===== config.mk =====
export PLATFORM = sky130hd
export DESIGN_NAME = upa_shade
export DESIGN_NICKNAME = d
export VERILOG_FILES = /design/src/rtl/upa_shade.sv
export SDC_FILE = /design/constraint.sdc
export NUM_CORES = 2
export LEC_CHECK = 0
export ABC_AREA = 1
export BUFFER_PORTS_ARGS = -buffer_cell sky130_fd_sc_hd__buf_2
export CAP_MARGIN = 40
export CORE_MARGIN = 3
export CORE_UTILIZATION = 53
export CTS_CLUSTER_SIZE = 16
export DETAILED_ROUTE_END_ITERATION = 7
export PLACE_DENSITY = 0.72
export RECOVER_POWER = 50
export SETUP_SLACK_MARGIN = 0.5
export SKIP_LAST_GASP = 1
export SLEW_MARGIN = 20
export SYNTH_ARGS = -nofsm -noshare
export SYNTH_HDL_FRONTEND = slang
export SYNTH_SLANG_ARGS = --single-unit

===== constraint.sdc =====
create_clock -name aclk -period 8.3 [get_ports aclk]
set_input_delay 2.49 -clock aclk [delete_from_list [all_inputs] [get_ports aclk]]
set_output_delay 2.49 -clock aclk [all_outputs]
set_load 0.02 [all_outputs]

===== src/rtl/upa_shade.sv =====
// Per-color blend of the direct and backscatter parts into one saturated 8-bit intensity.
module upa_shade (
    input  logic        aclk,
    input  logic        aresetn,
    input  logic        in_valid,
    input  logic [16:0] trans,
    input  logic [7:0]  pix,
    input  logic [16:0] gain,
    input  logic [15:0] bias,
    output logic        out_valid,
    output logic [7:0]  out_pix
);

    logic        v1_reg, v2_reg, v3_reg;
    logic [24:0] pg_reg;
    logic [16:0] t_reg, nt_reg;
    logic [15:0] b_reg;
    logic [41:0] direct_reg;
    logic [32:0] back_reg;
    logic [7:0]  out_reg;
    logic [42:0] num;

    always_ff @(posedge aclk) begin
        if (!aresetn) begin
            v1_reg <= 1'b0;
            v2_reg <= 1'b0;
            v3_reg <= 1'b0;
        end else begin
            v1_reg <= in_valid;
            v2_reg <= v1_reg;
            v3_reg <= v2_reg;
        end
    end

    assign num = 43'(direct_reg) + {2'b0, back_reg, 8'b0};

    always_ff @(posedge aclk) begin
        pg_reg <= pix * gain;
        t_reg <= trans;
        nt_reg <= 17'h10000 - trans;
        b_reg <= bias;
        direct_reg <= pg_reg * t_reg;
        back_reg <= b_reg * nt_reg;
        out_reg <= (num[42:32] > 11'd255) ? 8'hFF : num[39:32];
    end

    assign out_valid = v3_reg;
    assign out_pix = out_reg;

endmodule


Yosys cells after proc, flatten, opt, wreduce, memory -nomap -nowiden

Index checks and enable logic that the tools add are counted.

Multipliers: 3
$lt $le $gt $ge: 1
Add/sub/neg operators: 2

Operators by type and width:

| operator                                                        | number |
|---|---|
| adder 42 x 41 -> 43 bit                                         | 1 |
| multiplier 25 x 17 -> 42 bit                                    | 1 |
| multiplier 16 x 17 -> 33 bit                                    | 1 |
| multiplier 8 x 17 -> 25 bit                                     | 1 |
| subtractor 17 bit (first input constant)                        | 1 |
| greater-than comparator 11 x 8 -> 1 bit (second input constant) | 1 |

Word-level logic and storage cells: 16
Input bits: 61
Output and inout port bits: 9
Register bits after elaboration: 161

Depth between registers and ports, before layout

Word-level depth: 2
Gate-level depth with buffers: 29
Depth with buffers taken out: 27

Worst setup path before layout

No wires, ideal clock.

Path type: input port to flip-flop
From: in pix[2]
To: reg pg_reg[18]
Library setup time: 0.120 ns
Arrival: 6.437 ns
Required time: 8.180 ns
Stages: 20
Setup slack: 1.743 ns
Cells stage by stage: clkbuf_1 > clkbuf_1 > nand2_1 > fa_1 > fa_1 > inv_1 > fa_1 > inv_1 > fa_1 > inv_1 > ha_1 > nand2_1 > nand2_1 > a21oi_1 > nand2_1 > a21oi_2 > o21ai_2 > nand2_1 > nand2_1 > xor2_1

Word-level cells in the longest chain between the ends: 1

Ends and longest elaborated chain:

| element                     | line | source |
|---|---|---|
| start: declaration          | 7    | `input logic [7:0] pix,` |
| multiplier 8 x 17 -> 25 bit | 38   | `pg_reg <= pix * gain;` |
| end signal: assignment      | 38   |  |
| end: declaration            | 15   | `logic [24:0] pg_reg;` |

Every way passes these cells.
A chain may end at the register's enable or synchronous reset.

Worst setup path in the final report

From: reg t_reg[11]
To: reg direct_reg[36]

Word-level cells in the longest chain between the ends: 1

Ends and longest elaborated chain:

| element                      | line | source |
|---|---|---|
| start: declaration           | 16   | `logic [16:0] t_reg, nt_reg;` |
| start signal: assignment     | 39   | `t_reg <= trans;` |
| multiplier 25 x 17 -> 42 bit | 42   | `direct_reg <= pg_reg * t_reg;` |
| end signal: assignment       | 42   |  |
| end: declaration             | 18   | `logic [41:0] direct_reg;` |

Every way passes these cells.

==> results.py <==
metrics = {
    "run_status": {
        "run_status": "finished, final reports clean",
    },
    "die": {
        "coreArea_um2": 61900,
        "initial_utilization_pct": 53.8,
        "fp.dieH_um": 257,
        "placementRows": 91,
        "die_w_um": 257,
        "io_pins": 70,
        "die_area_um2": 66000,
    },
    "synth": {
        "synthTopCellsByCount": "inv_1 (1,223), nand2_1 (1,209), fa_1 (640), ha_1 (297), clkbuf_1 (193)",
        "ys_ff_latch": 152,
        "ys_types": 44,
        "ys.flop_type": "dfxtp_1",
        "yosysTopAreaCell": "fa_1",
        "synthMuxAreaShare_pct": 0,
        "synthTopCellsByArea": "fa_1 (38%), inv_1 (14%), nand2_1 (14%)",
        "ys_async_sr_fraction_pct": 0,
        "syn_area_per_cell_um2": 7.58,
        "synth_top_family_by_area": "adder cells",
        "synth_xor_area_share_pct": 2.50,
        "yosysSeqAreaShare_pct": 9.12,
        "synth-compound-area-share_pct": 4.42,
        "postSynthCellCount": 4397,
        "syn_area_um2": 33300,
        "synth_edf_count": 0,
        "ys_warn_count": 0,
        "yosysMostFrequentCell": "inv_1",
        "synthSimpleGateAreaFrac_pct": 18.4,
        "synth_top_area_share_pct": 38.4,
        "syn-num-nets": 5395,
        "synthAdderAreaFrac_pct": 49.6,
    },
    "sta": {
        "worst_slew_pin_slew_ns": 1.09,
        "clock.fmax_mhz": 159,
        "finalSetupTns_ns": 0,
        "fin_skew_ns": 0.0163,
        "rsz0062_at_grt": "false",
        "setup-violations-final": 0,
        "slew_headroom_pct": 27.4,
        "hold_violations": 0,
        "slew_violations": 0,
        "min_period_over_period_pct": 76.0,
        "fin_crit_ns": 6.31,
    },
    "critical_path": {
        "cp-start-kind": "flop",
        "critPathKind": "flop to flop",
        "critPathRequiredTime_ns": 8.66,
        "crit_start": "t_reg[11]",
        "cp.arrival_ns": 6.66,
        "crit_chain": "buf_4, nand2_1, fa_1, inv_1, fa_1, fa_1, fa_1, fa_1, inv_1, fa_1, inv_1, ha_1, a21oi_1, o21ai_0, a21oi_1, nor2_1, nor3_1, nand2_1, nand2_1, nand2_1",
        "cpMostUsedCell": "fa_1",
        "worstPathMaxFanout": 16,
        "r2r_setup_slack_ns": 1.99,
        "slowest_stage": "dfxtp_1",
        "r2r-start": "t_reg[11]",
        "max_stage_delay_ns": 0.63,
        "crit_path_end_kind": "flop",
    },
    "routing": {
        "first_pass_iters": 8,
        "wirelength_um": 87100,
        "via_count": 26700,
        "drt_iter0_drc": 2176,
        "wl_per_cell_um": 16.8,
        "drc": 0,
        "via_per_inst": 5.14,
        "ant_nets": 0,
    },
    "cts": {
        "clock_sinks": 152,
        "worstSkewPairLatency_ns": 0.47,
        "holdBufCountCts": 0,
        "clk_pin_slew_worst_paths_ns": 0.07,
        "numCtsBuffers": 17,
        "cts_resized": 0,
        "cts-htree-levels": 4,
        "cts_setup_buffers": 0,
        "tritoncts": "done",
        "clockBufferDepth": 2,
        "cts_root_buf": "clkbuf_16",
    },
    "cells_and_area": {
        "nets": 5343,
        "largest_reg_flops": 34,
        "syn_to_final_growth_pct": 5.68,
        "drive_gt1_share_pct": 3.92,
        "diodes": 0,
        "fill_cells": 5802,
    },
    "place": {
        "routabilityCongestion": 0.946,
        "io_buffers": 69,
        "dp_hpwl_um": 70800,
    },
    "global_routing": {
        "grt_pass1_vias": 28000,
        "grt_max_degree": 26,
        "grt_first_pass_wirelength_um": 144000,
        "grt_overflow": 0,
        "globalRouteTotalUtil_pct": 27.7,
        "antenna_found_initial": 1,
    },
    "min_path": {
        "min_from": "v1_reg",
        "hp-class": "flop to flop",
    },
    "flow_run": {
        "drv_cap": 0,
    },
}
per-layer routing:
layer	GRT usage (%)	routed length (um)	part of all wire (%)
met2	44.7	39700	46
met4	9.12	2430	2.8
met1	37.0	36700	42
met3	6.29	8290	9.5
met5	0	11	0.013
cell families after synthesis:
| group | after synthesis |
|---|---|
| AND/OR/NAND/NOR | 1532 |
| buffers and inverters | 1422 |
| adder cells (fa/ha/maj) | 937 |
| AO/OA/AOI/OAI | 259 |
| flip-flops | 152 |
| XOR/XNOR | 95 |
placed cells by master (no fill, tap or decap), drive strengths merged, types with 4 or more instances in the layout:
| cell type | count |
|---|---|
| nor2 | 166 |
| inv | 1234 |
| nand3 | 72 |
| a31oi | 8 |
| buf | 99 |
| ha | 297 |
| nand4 | 19 |
| nand2 | 1221 |
| xor2 | 65 |
| a21o | 16 |
| nand3b | 4 |
| a21oi | 134 |
| o21ai | 63 |
| nor4 | 15 |
| o211ai | 5 |
| o21a | 5 |
| clkbuf | 44 |
| o21bai | 16 |
| dfxtp | 152 |
| nor3 | 27 |
| xnor2 | 30 |
| a21boi | 4 |
| fa | 640 |
cell type report:
type	instances	area, um^2	area share [%]
Inverter	1225	4600	13.0
Tap cell	837	1050	2.97
Multi-Input combinational cell	2823	24900	70.7
Sequential cell	152	3040	8.64
Clock inverter	14	180	0.511
Timing Repair Buffer	126	1010	2.88
Clock buffer	17	425	1.21
metrics by stage:
step / area, um^2 / worst slack (ns) / utilization [%] / cells / hold WS (ns)
6_report: 35200 / 1.99 / 56.9 / 5194 / 0.420
5_1_grt: 35200 / 1.72 / 56.9 / 5194 / 0.433
4_1_cts: 35100 / 2.06 / 56.6 / 5177 / 0.417
3_5_place_dp: 34500 / 1.67 / 55.6 / 5146 / 0.402
3_3_place_gp: 34100 / 1.69 / 55.1 / 5126 / 0.402
2_1_floorplan: 33300 / 1.74 / - / 4397 / 0.390
critical path, delay by kind of cell (launching register included):
family / cells / cell delay [ns]
flip-flops: 1 / 0.63
AO/OA/AOI/OAI: 3 / 0.82
buffers and inverters: 4 / 0.58
adder cells (fa/ha/maj): 7 / 3.51
AND/OR/NAND/NOR: 6 / 0.63
path summary, 6_finish.rpt:
kind | cells past startpoint | end
worst max-delay path | 20 | direct_reg[36]
worst min-delay path | 2 | v2_reg
worst max register to register | 20 | direct_reg[36]
worst min register to register | 2 | v2_reg
Power is left out: the tool's default activity adds up to more than one toggle a clock period on the data nets, which glitch-free logic cannot reach.
